**config.mk**
```make
export PLATFORM = sky130hd
export DESIGN_NAME = byte_pattern_search
export DESIGN_NICKNAME = d
export VERILOG_FILES = /design/src/rtl/core/bps_pkg.sv /design/src/rtl/core/bps_front.sv /design/src/rtl/core/bps_match.sv /design/src/rtl/core/bps_queue.sv /design/src/rtl/core/byte_pattern_search.sv
export VERILOG_INCLUDE_DIRS = /design/src /design/src/rtl/core
export SDC_FILE = /design/constraint.sdc
export NUM_CORES = 2
export LEC_CHECK = 0
export BUFFER_PORTS_ARGS = -buffer_cell sky130_fd_sc_hd__buf_2
export CAP_MARGIN = 40
export CORE_ASPECT_RATIO = 0.7
export CORE_UTILIZATION = 45
export DETAILED_ROUTE_END_ITERATION = 6
export PLACE_DENSITY = 0.59
export SYNTH_ARGS = -nofsm -noshare
export SYNTH_HDL_FRONTEND = slang
export SYNTH_HIERARCHICAL = 1
export SYNTH_SLANG_ARGS = --single-unit
```
**constraint.sdc**
```tcl
create_clock -name clk -period 23 [get_ports clk]
set_input_delay 4.6 -clock clk [delete_from_list [all_inputs] [get_ports clk]]
set_output_delay 4.6 -clock clk [all_outputs]
set_load 0.1 [all_outputs]
```
**src/rtl/core/byte_pattern_search_defines.svh**
```systemverilog
// assertion macros shared by the byte pattern search rtl
// needs a clk and an active-low rst_n in the module that uses them
`ifndef BYTE_PATTERN_SEARCH_DEFINES_SVH
`define BYTE_PATTERN_SEARCH_DEFINES_SVH

// property checked at every clock edge outside reset
`define BPS_ASSERT(label, prop) \
  label: assert property (@(posedge clk) disable iff (!rst_n) prop) \
    else $error("byte pattern search assertion failed");

// condition that must never be seen outside reset
`define BPS_ASSERT_NEVER(label, expr) \
  `BPS_ASSERT(label, !(expr))

`endif

```
**src/rtl/core/bps_pkg.sv**
```systemverilog
// shared constants, codes and types of the byte pattern search block
// no dependencies
package bps_pkg;

  localparam int PATTERN_MAX = 16;
  localparam int ADDR_BITS   = 48;
  localparam int LEN_W       = 5;
  localparam int IDX_W       = 4;
  localparam int CFG_IDX_W   = 3;
  localparam int CFG_DATA_W  = 64;
  localparam int Q_DEPTH     = 4;
  localparam int Q_PTR_W     = $clog2(Q_DEPTH);
  localparam int Q_CNT_W     = $clog2(Q_DEPTH + 1);

  localparam logic [ADDR_BITS-1:0] COUNT_MAX = '1;

  typedef enum logic [CFG_IDX_W-1:0] {
    REG_PATTERN_LOW      = 3'd0,
    REG_PATTERN_HIGH     = 3'd1,
    REG_PATTERN_LENGTH   = 3'd2,
    REG_SEARCH_BACKWARDS = 3'd3,
    REG_START_ADDRESS    = 3'd4
  } cfg_reg_t;

  typedef enum logic {
    ST_FOUND     = 1'b0,
    ST_NOT_FOUND = 1'b1
  } status_t;

  typedef logic [PATTERN_MAX-1:0][7:0] win_t;

  // settings worked out from the register file
  typedef struct packed {
    win_t                   expected;
    logic [PATTERN_MAX-1:0] mask;
    logic [LEN_W-1:0]       len;
    logic                   backwards;
    logic [ADDR_BITS-1:0]   base;
  } cfg_t;

  // one accepted word after the window update
  typedef struct packed {
    logic                 valid;
    logic                 first;
    logic                 last;
    win_t                 window;
    logic [ADDR_BITS-1:0] count;
  } item_t;

  typedef struct packed {
    status_t              status;
    logic [ADDR_BITS-1:0] addr;
  } result_t;

endpackage

```
**src/rtl/core/bps_front.sv**
```systemverilog
// front part: register file, window shift and byte count per accepted word
// depends on bps_pkg
module bps_front (
  input  logic                             clk,
  input  logic                             rst_n,
  input  logic                             cfg_we,
  input  logic [bps_pkg::CFG_IDX_W-1:0]    cfg_index,
  input  logic [bps_pkg::CFG_DATA_W-1:0]   cfg_wdata,
  input  logic                             accept_i,
  input  logic [7:0]                       data_i,
  input  logic                             first_i,
  input  logic                             last_i,
  output bps_pkg::item_t                   item_o,
  output bps_pkg::cfg_t                    cfg_o
);

  logic [63:0]                   pat_lo_r;
  logic [63:0]                   pat_hi_r;
  logic [bps_pkg::LEN_W-1:0]     len_r;
  logic                          bwd_r;
  logic [bps_pkg::ADDR_BITS-1:0] start_r;

  bps_pkg::cfg_t                 cfg_r;
  bps_pkg::cfg_t                 cfg_nxt;

  bps_pkg::win_t                 win_r;
  bps_pkg::win_t                 win_nxt;
  logic [bps_pkg::ADDR_BITS-1:0] cnt_r;
  logic [bps_pkg::ADDR_BITS-1:0] cnt_nxt;
  bps_pkg::item_t                item_r;
  bps_pkg::item_t                item_nxt;

  bps_pkg::win_t                 pat;
  bps_pkg::win_t                 win_base;
  logic [bps_pkg::ADDR_BITS-1:0] cnt_base;
  logic [bps_pkg::LEN_W-1:0]     len_eff;
  logic [bps_pkg::LEN_W-1:0]     rev_idx;

  always_ff @(posedge clk) begin
    if (!rst_n) begin
      pat_lo_r <= '0;
      pat_hi_r <= '0;
      len_r    <= bps_pkg::LEN_W'(1);
      bwd_r    <= 1'b0;
      start_r  <= '0;
    end else if (cfg_we) begin
      case (cfg_index)
        bps_pkg::REG_PATTERN_LOW:      pat_lo_r <= cfg_wdata;
        bps_pkg::REG_PATTERN_HIGH:     pat_hi_r <= cfg_wdata;
        bps_pkg::REG_PATTERN_LENGTH:   len_r    <= cfg_wdata[bps_pkg::LEN_W-1:0];
        bps_pkg::REG_SEARCH_BACKWARDS: bwd_r    <= cfg_wdata[0];
        bps_pkg::REG_START_ADDRESS:    start_r  <= cfg_wdata[bps_pkg::ADDR_BITS-1:0];
        default: ;
      endcase
    end
  end

  // expected bytes line up with the window, newest byte at index 0
  always_comb begin
    pat = {pat_hi_r, pat_lo_r};
    if (len_r == '0) begin
      len_eff = bps_pkg::LEN_W'(1);
    end else if (len_r > bps_pkg::LEN_W'(bps_pkg::PATTERN_MAX)) begin
      len_eff = bps_pkg::LEN_W'(bps_pkg::PATTERN_MAX);
    end else begin
      len_eff = len_r;
    end
    rev_idx = '0;
    cfg_nxt = '0;
    for (int k = 0; k < bps_pkg::PATTERN_MAX; k++) begin
      rev_idx = len_eff - bps_pkg::LEN_W'(1) - bps_pkg::LEN_W'(k);
      cfg_nxt.mask[k] = bps_pkg::LEN_W'(k) < len_eff;
      if (!cfg_nxt.mask[k]) begin
        cfg_nxt.expected[k] = 8'h00;
      end else if (bwd_r) begin
        cfg_nxt.expected[k] = pat[k];
      end else begin
        cfg_nxt.expected[k] = pat[rev_idx[bps_pkg::IDX_W-1:0]];
      end
    end
    cfg_nxt.len       = len_eff;
    cfg_nxt.backwards = bwd_r;
    cfg_nxt.base      = bwd_r ? start_r
                              : start_r - bps_pkg::ADDR_BITS'(len_eff);
  end

  always_ff @(posedge clk) begin
    cfg_r <= cfg_nxt;
  end

  always_comb begin
    win_base = first_i ? '0 : win_r;
    cnt_base = first_i ? '0 : cnt_r;
    win_nxt  = win_r;
    cnt_nxt  = cnt_r;
    item_nxt = item_r;
    item_nxt.valid = accept_i;
    if (accept_i) begin
      win_nxt = {win_base[bps_pkg::PATTERN_MAX-2:0], data_i};
      cnt_nxt = (cnt_base == bps_pkg::COUNT_MAX) ? cnt_base
                                                 : cnt_base + bps_pkg::ADDR_BITS'(1);
      item_nxt.first  = first_i;
      item_nxt.last   = last_i;
      item_nxt.window = win_nxt;
      item_nxt.count  = cnt_nxt;
    end
  end

  // only the valid bit of the stage register needs a reset
  always_ff @(posedge clk) begin
    if (!rst_n) begin
      win_r        <= '0;
      cnt_r        <= '0;
      item_r.valid <= 1'b0;
    end else begin
      win_r        <= win_nxt;
      cnt_r        <= cnt_nxt;
      item_r.valid <= item_nxt.valid;
    end
    item_r.first  <= item_nxt.first;
    item_r.last   <= item_nxt.last;
    item_r.window <= item_nxt.window;
    item_r.count  <= item_nxt.count;
  end

  assign item_o = item_r;
  assign cfg_o  = cfg_r;

endmodule

```
**src/rtl/core/bps_match.sv**
```systemverilog
// window compare, match address and one-result-per-search tracking
// depends on bps_pkg and byte_pattern_search_defines.svh
`include "byte_pattern_search_defines.svh"

module bps_match (
  input  logic               clk,
  input  logic               rst_n,
  input  bps_pkg::item_t     item_i,
  input  bps_pkg::cfg_t      cfg_i,
  output logic               push_o,
  output bps_pkg::result_t   result_o
);

  logic                         done_r;
  logic                         done_nxt;
  logic                         done_eff;
  logic [bps_pkg::PATTERN_MAX-1:0] eq;
  logic                         match;

  always_comb begin
    for (int k = 0; k < bps_pkg::PATTERN_MAX; k++) begin
      eq[k] = !cfg_i.mask[k] || (item_i.window[k] == cfg_i.expected[k]);
    end
    match    = (&eq) && (item_i.count >= bps_pkg::ADDR_BITS'(cfg_i.len));
    done_eff = item_i.first ? 1'b0 : done_r;
    push_o   = item_i.valid && !done_eff && (match || item_i.last);
    result_o.status = match ? bps_pkg::ST_FOUND : bps_pkg::ST_NOT_FOUND;
    if (!match) begin
      result_o.addr = '0;
    end else if (cfg_i.backwards) begin
      result_o.addr = cfg_i.base - item_i.count;
    end else begin
      result_o.addr = cfg_i.base + item_i.count;
    end
    done_nxt = item_i.valid ? (done_eff || push_o) : done_r;
  end

  always_ff @(posedge clk) begin
    if (!rst_n) begin
      done_r <= 1'b0;
    end else begin
      done_r <= done_nxt;
    end
  end

  // a finished search stays silent until a first word arrives
  `BPS_ASSERT(a_one_result_per_search, push_o |=> !(push_o && !item_i.first))

endmodule

```
**src/rtl/core/bps_queue.sv**
```systemverilog
// result queue between compare and output channel, head drives the port
// depends on bps_pkg and byte_pattern_search_defines.svh
`include "byte_pattern_search_defines.svh"

module bps_queue (
  input  logic                         clk,
  input  logic                         rst_n,
  input  logic                         push_i,
  input  bps_pkg::result_t             data_i,
  input  logic                         pop_i,
  output logic                         valid_o,
  output bps_pkg::result_t             data_o,
  output logic [bps_pkg::Q_CNT_W-1:0]  count_o
);

  bps_pkg::result_t             mem [bps_pkg::Q_DEPTH];
  logic [bps_pkg::Q_PTR_W-1:0]  wr_ptr_r;
  logic [bps_pkg::Q_PTR_W-1:0]  wr_ptr_nxt;
  logic [bps_pkg::Q_PTR_W-1:0]  rd_ptr_r;
  logic [bps_pkg::Q_PTR_W-1:0]  rd_ptr_nxt;
  logic [bps_pkg::Q_CNT_W-1:0]  cnt_r;
  logic [bps_pkg::Q_CNT_W-1:0]  cnt_nxt;
  logic                         do_pop;

  always_comb begin
    do_pop     = pop_i && (cnt_r != '0);
    wr_ptr_nxt = push_i ? wr_ptr_r + bps_pkg::Q_PTR_W'(1) : wr_ptr_r;
    rd_ptr_nxt = do_pop ? rd_ptr_r + bps_pkg::Q_PTR_W'(1) : rd_ptr_r;
    cnt_nxt    = cnt_r + bps_pkg::Q_CNT_W'(push_i) - bps_pkg::Q_CNT_W'(do_pop);
  end

  always_ff @(posedge clk) begin
    if (!rst_n) begin
      wr_ptr_r <= '0;
      rd_ptr_r <= '0;
      cnt_r    <= '0;
    end else begin
      wr_ptr_r <= wr_ptr_nxt;
      rd_ptr_r <= rd_ptr_nxt;
      cnt_r    <= cnt_nxt;
    end
  end

  always_ff @(posedge clk) begin
    if (push_i) begin
      mem[wr_ptr_r] <= data_i;
    end
  end

  assign valid_o = cnt_r != '0;
  assign data_o  = mem[rd_ptr_r];
  assign count_o = cnt_r;

  `BPS_ASSERT_NEVER(a_no_overflow, push_i && (cnt_r == bps_pkg::Q_CNT_W'(bps_pkg::Q_DEPTH)))
  `BPS_ASSERT(a_count_holds, (!push_i && !do_pop) |=> $stable(cnt_r))
  `BPS_ASSERT(a_head_holds, (valid_o && !pop_i) |=> $stable(data_o))

endmodule

```
**src/rtl/core/byte_pattern_search.sv**
```systemverilog
// top level of the byte pattern search block
// depends on bps_pkg, bps_front, bps_match and bps_queue
//
// Content bytes enter on the in_ stream, one word per byte in search order;
// in_tuser flags the first byte of a search, in_tlast the last one. Each
// search yields exactly one word on the out_ stream: out_tuser low with the
// match address in out_tdata, or out_tuser high and address zero when the
// last byte passed without a match. After a result the block drops further
// results until the next first byte.
// Throughput is one byte per cycle while in_tready is high; the window
// compare of all pattern bytes is done in parallel. The byte that completes
// a result is registered in the front stage, compared, and its result is
// written into the queue, whose nonzero count drives out_tvalid.
// A four-entry result queue sits between compare and output. When the
// receiver stalls the queue fills and in_tready drops once the queue plus
// the word in the compare stage would fill it; nothing is lost.
// The user must write configuration through cfg_we/cfg_index/cfg_wdata
// only while the block is idle; the block does not enforce it. A write goes
// to the register file, then cfg_r. Synchronous reset clears the window,
// byte count, done flag, queue and config registers (length resets to one).
module byte_pattern_search (
  input  logic                            clk,
  input  logic                            rst_n,
  input  logic                            cfg_we,
  input  logic [bps_pkg::CFG_IDX_W-1:0]   cfg_index,
  input  logic [bps_pkg::CFG_DATA_W-1:0]  cfg_wdata,
  input  logic                            in_tvalid,
  output logic                            in_tready,
  input  logic [7:0]                      in_tdata,   // [7:0] data_byte
  input  logic                            in_tuser,   // [0] first_byte
  input  logic                            in_tlast,   // last_byte
  output logic                            out_tvalid,
  input  logic                            out_tready,
  output logic [47:0]                     out_tdata,  // [47:0] match_address
  output logic                            out_tuser   // [0] status
);

  bps_pkg::item_t                item;
  bps_pkg::cfg_t                 cfg;
  logic                          push;
  bps_pkg::result_t              result;
  bps_pkg::result_t              head;
  logic [bps_pkg::Q_CNT_W-1:0]   q_count;
  logic                          accept;

  // leave room for the word still in the compare stage
  assign in_tready = (q_count + bps_pkg::Q_CNT_W'(item.valid))
                     < bps_pkg::Q_CNT_W'(bps_pkg::Q_DEPTH);
  assign accept    = in_tvalid && in_tready;

  bps_front u_front (
    .clk       (clk),
    .rst_n     (rst_n),
    .cfg_we    (cfg_we),
    .cfg_index (cfg_index),
    .cfg_wdata (cfg_wdata),
    .accept_i  (accept),
    .data_i    (in_tdata),
    .first_i   (in_tuser),
    .last_i    (in_tlast),
    .item_o    (item),
    .cfg_o     (cfg)
  );

  bps_match u_match (
    .clk      (clk),
    .rst_n    (rst_n),
    .item_i   (item),
    .cfg_i    (cfg),
    .push_o   (push),
    .result_o (result)
  );

  bps_queue u_queue (
    .clk     (clk),
    .rst_n   (rst_n),
    .push_i  (push),
    .data_i  (result),
    .pop_i   (out_tready),
    .valid_o (out_tvalid),
    .data_o  (head),
    .count_o (q_count)
  );

  assign out_tdata = head.addr;
  assign out_tuser = head.status;

endmodule
```
* After elaboration in Yosys (flattened, before gate mapping) *
Memory sizes are Yosys's and may differ from the RTL's. A register that Yosys moved wholly into a read port is not among the register bits.
Index checks and enable logic that the tools add are counted.

cells by class
  add/subtract/negate cells = 25
  reductions and logical operators = 49
  equality and inequality tests = 21
  magnitude comparators = 35
  multiplexer cells = 62

operator list
  operator               number
  $bmux 8 s4             16
  $mux 8                 32
  $mux 48                5
  $eq 8x8->1             16
  $mux 120               1
  $lt 4x5->1 const B     16
  $add 48x1->48 const B  1
  $add 48x48->48         1
  $eq 48x48->1 const B   1
  $ge 48x5->1            1
  $sub 48x48->48         1
  $sub 48x5->48          1
  $lt 4x5->1 const A     8
  $sub 4x4->4 const B    8
  $lt 3x5->1 const A     4
  $logic_or 1x1->1       18
  $logic_not 1->1        17
  $reduce_and 16->1      1
  $sub 4x3->4 const B    4
  $lt 1x5->1 const A     2
  $lt 2x5->1 const A     2
  $mux 5                 2
  $reduce_and 2->1       5
  $sub 4x1->4 const B    2
  other kinds (15)       27

word-level totals
  flip-flop bits (word level) = 735
  RAM bits = 196
  memories kept = 1
  bits of input ports = 82
  word-level logic and storage cells = 258

memory list
  name         words  bits a word  rd ports  clocked after memory_dff  wr ports  RTL line         text
  u_queue.mem  4      49           1         1                         1         bps_queue.sv:16  bps_pkg::result_t mem [bps_pkg::Q_DEPTH];

* Longest topological paths before layout *
  depth in word-level cells = 8
  gate-level depth with buffers = 25

* Cells and area by module *
The synthesis kept the hierarchy.

by module, submodules not included
  module               area an instance (sq um)  cells an instance  times used
  bps_front            33208.1                   3246               1
  bps_queue            7561.0                    300                1
  bps_match            5494.0                    798                1
  byte_pattern_search  38.8                      5                  1

* Worst setup path after synthesis *
No wires, ideal clock.

  path type = input port to flip-flop
  start point = input in_tvalid
  end point = register u_front/win_r[112] (netlist bit)
  stages = 7
  data required time = 22.872 ns
  arrival time = 15.173 ns
  path slack = 7.699 ns
  path buffers = 3
  path through = nand2b_1 -> mux2i_1 -> clkbuf_1 -> clkbuf_1 -> clkbuf_1 -> mux2i_1 -> nor2_1

on the way
  word-level cells in the longest chain between the ends = 1

ends and longest elaborated chain
  item                  RTL line                   text
  from (decl)           byte_pattern_search.sv:27  input logic in_tvalid,
  $logic_and 1x1->1     byte_pattern_search.sv:49  assign accept = in_tvalid && in_tready;
  named net accept      byte_pattern_search.sv:44  logic accept;
  to (signal assigned)  bps_front.sv:116           win_r <= win_nxt;
  to (decl)             bps_front.sv:26            bps_pkg::win_t win_r;

The timed path passes the listed nets, and every way through them passes these cells.
A chain may end at the register's enable or synchronous reset.

* Final worst setup path *
  start point = input in_tvalid
  end point = register u_front/win_r[59] (netlist bit)

The elaborated chain is that of the path after synthesis.

==> results by group <==
Run status
  – Status: complete, but fails checks
  – Failing checks: design-rule violations

GRT
  – First-pass GRT wire length: 233000 um
  – Initial antenna violation count: 26
  – Remaining Overflow, GRT: 0
  – Global Route Usage Sum: 30.8%
  – Number of global-route vias before repair: 32666
  – Largest net degree at the start of global routing: 178

Logic synthesis
  – Netlist cell types: 97
  – Synthesized instance count: 4349
  – Synth area leader: edfxtp_1
  – Syn Nets: 4508
  – Number of synthesized flops with an enable pin: 374
  – Top post-synthesis cells by area: edfxtp_1, dfxtp_1, mux4_2
  – Mean Syn Cell Area: 10.6 um2
  – Synth Flop Type: dfxtp_1
  – Sequential fraction of the synthesis area: 48.4%
  – Top cell type's share of synthesized area: 24.3%
  – Yosys warnings: 6
  – Synthesized flop and latch total: 932
  – Synth async-reset ratio: 0%
  – Synth Cell Area: 0.0463 mm2

Worst setup path
  – Crit Path Class: in2reg
  – Crit start category: input pin
  – Slowest CP cell: buf_12
  – CP endpoint kind: flip-flop
  – Critical Path Max Stage Delay: 640 ps
  – CP cell instances: buf_2 > nand2_1 > mux2i_4 > buf_4 > buf_12 > buf_4 > buf_12 > buf_4 > buf_12 > mux2i_1 > nor2_1
  – Arr. time, crit path: 8100 ps
  – Critical path fanouts, max: 177
  – Req. time, crit path: 23530 ps

Timing
  – Tcrit/Tclk final: 32.9%
  – Setup ws final: 15430 ps
  – Slew HR: 26.1%
  – Setup TNS: 0 ps
  – Fmax: 132 MHz
  – Final setup viols: 0
  – Hold Vio Cnt, Final: 0
  – Fin. max-slew vios: 0
  – Worst Max-Slew Pin Slew: 1110 ps
  – Tmin final: 7570 ps
  – Clock skew: 37.2 ps
  – RSZ-0062 raised after global routing: false

Placed design
  – Worst slack, placed: 14760 ps
  – Port buffer count: 132
  – DPL Wire Length: 121000 um
  – RD Place Congestion: 1.05

Die
  – Die ar.: 0.104 mm2
  – I/O pin count: 133
  – # rows: 98
  – Core box area: 0.102 mm2
  – Chip Width: 385 um
  – Die height: 270 um
  – Starting density of the core: 45.4%

Clock tree
  – Clock Sink Count: 932
  – Clock Path Buffers: 3
  – CTS tree: done
  – Post-CTS setup buffers: 0
  – Worst-path clk slew: 60 ps
  – Num CTS Buffers: 91
  – CTS resizes: 0
  – Clock latency on the worst-skew pair: 700 ps
  – CTS H-Tree Depth: 3
  – Post-CTS Hold Buffers: 0
  – Clock root buffer: clkbuf_16

Detailed routing
  – Vias per cell: 6.21
  – Antenna Nets Post-Route: 0
  – DRC violations left: 38
  – Vias: 36249
  – Routed wire length per instance: 27.9 um
  – Wirelength, routed: 163000 um
  – Iteration-0 DRC count of the detailed router: 5396
  – TritonRoute pass-1 iters: 7

Finish
  – Commonest non-fill, non-tap cell in the layout: nand2_1
  – Area grow syn2layout: 11.4%
  – Final Net Count: 4573
  – Commonest non-fill, non-tap cells in the layout: nand2_1, dfxtp_1, edfxtp_1, a21oi_1, nor2_1
  – Layout cells sized above 1: 14.0%

Power and ir drop
  – Power Dens Cells: 89.6 mW/mm2
  – Leak: 0.0185 uW
  – Peak supply drop: 73.4 uV

Job
  – Max_cap viols: 0

Worst hold path
  – Hold WC Path Type: reg2reg
==> cell families after synthesis <==
logic type | count (synthesis) | synth area share [%]
compound gates | 793 | 11.0
other cells | 1 | 0.00810
buf+inv | 323 | 3.03
flops | 932 | 48.4
simple gates | 1477 | 15.1
fa+ha+maj | 77 | 2.13
mux | 439 | 14.5
xor+xnor | 307 | 5.85
==> flip-flops by register name, indices dropped and copies added (netlist names), named ones only <==
signal / count
u_front/start_r: 48
u_front/len_r: 5
u_queue/rd_ptr_r: 2
u_queue/count_o: 3
u_front/pat_lo_r: 64
u_queue/wr_ptr_r: 2
u_queue/mem: 196
u_front/item_o: 179
u_match/done_r: 1
u_front/pat_hi_r: 64
u_front/win_r: 120
u_front/cfg_o: 197
u_front/bwd_r: 1
u_front/cnt_r: 48
==> worst max-delay path, delay by kind of cell <==
kind / cells / cell delay [ps]
mux: 2 / 350
buf+inv: 7 / 2700
simple gates: 2 / 130
==> final timing paths <==
path	start	to	slack, ps	depth (start not counted)
hold reg to reg	u_match/done_r	u_match/done_r	460	2
setup reg to reg	u_front/len_r[4]	u_front/cfg_o[97]	16960	18
hold / removal	u_match/done_r	u_match/done_r	460	2
setup / recovery	in_tvalid	u_front/win_r[59]	15430	11
==> final cells by class <==
cell class | count | area (um2)
multi-input combinational | 3094 | 22600
tap | 1350 | 1690
fill | 9295 | 50400
timing repair buffer | 222 | 1470
antenna | 4 | 10.0
inverter | 73 | 289
sequential | 932 | 22400
clock inverter | 54 | 597
clock buffer | 112 | 2490
==> per-layer routing <==
metal | up-vias | global-route usage, % | part of all wire [%]
met5 | - | 1.30 | 0.20
met4 | 22 | 6.19 | 2.2
met3 | 268 | 14.3 | 15
met2 | 2145 | 35.6 | 35
met1 | 17833 | 49.5 | 47
li1 | 15981 | - | -
==> report_power, final <==
part           total, uW  internal, uW  switching [uW]
sequential          1940          1850            89.5
combinational       1130           342             788
clock               1550           886             661
==> stage by stage <==
stage,util [%],area (um2),hold slack (ps),total power [uW],instances
CTS,50.5,51500,461,4630,5831
floorplan,-,46300,407,2790,4349
global route,50.6,51600,471,4780,5837
detailed placement,47.5,48500,453,3080,5665
finish,50.6,51600,460,4620,5841
global placement,47.2,48200,443,3080,5642
==> cell usage after synthesis, types with 23 or more instances <==
cell,n
edfxtp_1,374
nor3_1,44
o221ai_1,24
mux2i_1,239
a21boi_0,23
nand4_1,63
and3_1,44
nor2_1,315
and2_1,25
nand2_1,606
o211ai_1,23
a31oi_1,30
o21ai_0,117
xnor2_1,250
xor2_1,55
buf_2,27
a21o_1,40
nor2b_1,152
or3_1,27
mux4_2,183
nor4_1,24
a21oi_1,322
ha_1,74
nand3_1,74
dfxtp_1,558
buf_1,32
a22o_1,34
clkbuf_1,170
inv_1,67
Power figures use the tool's default switching activity.
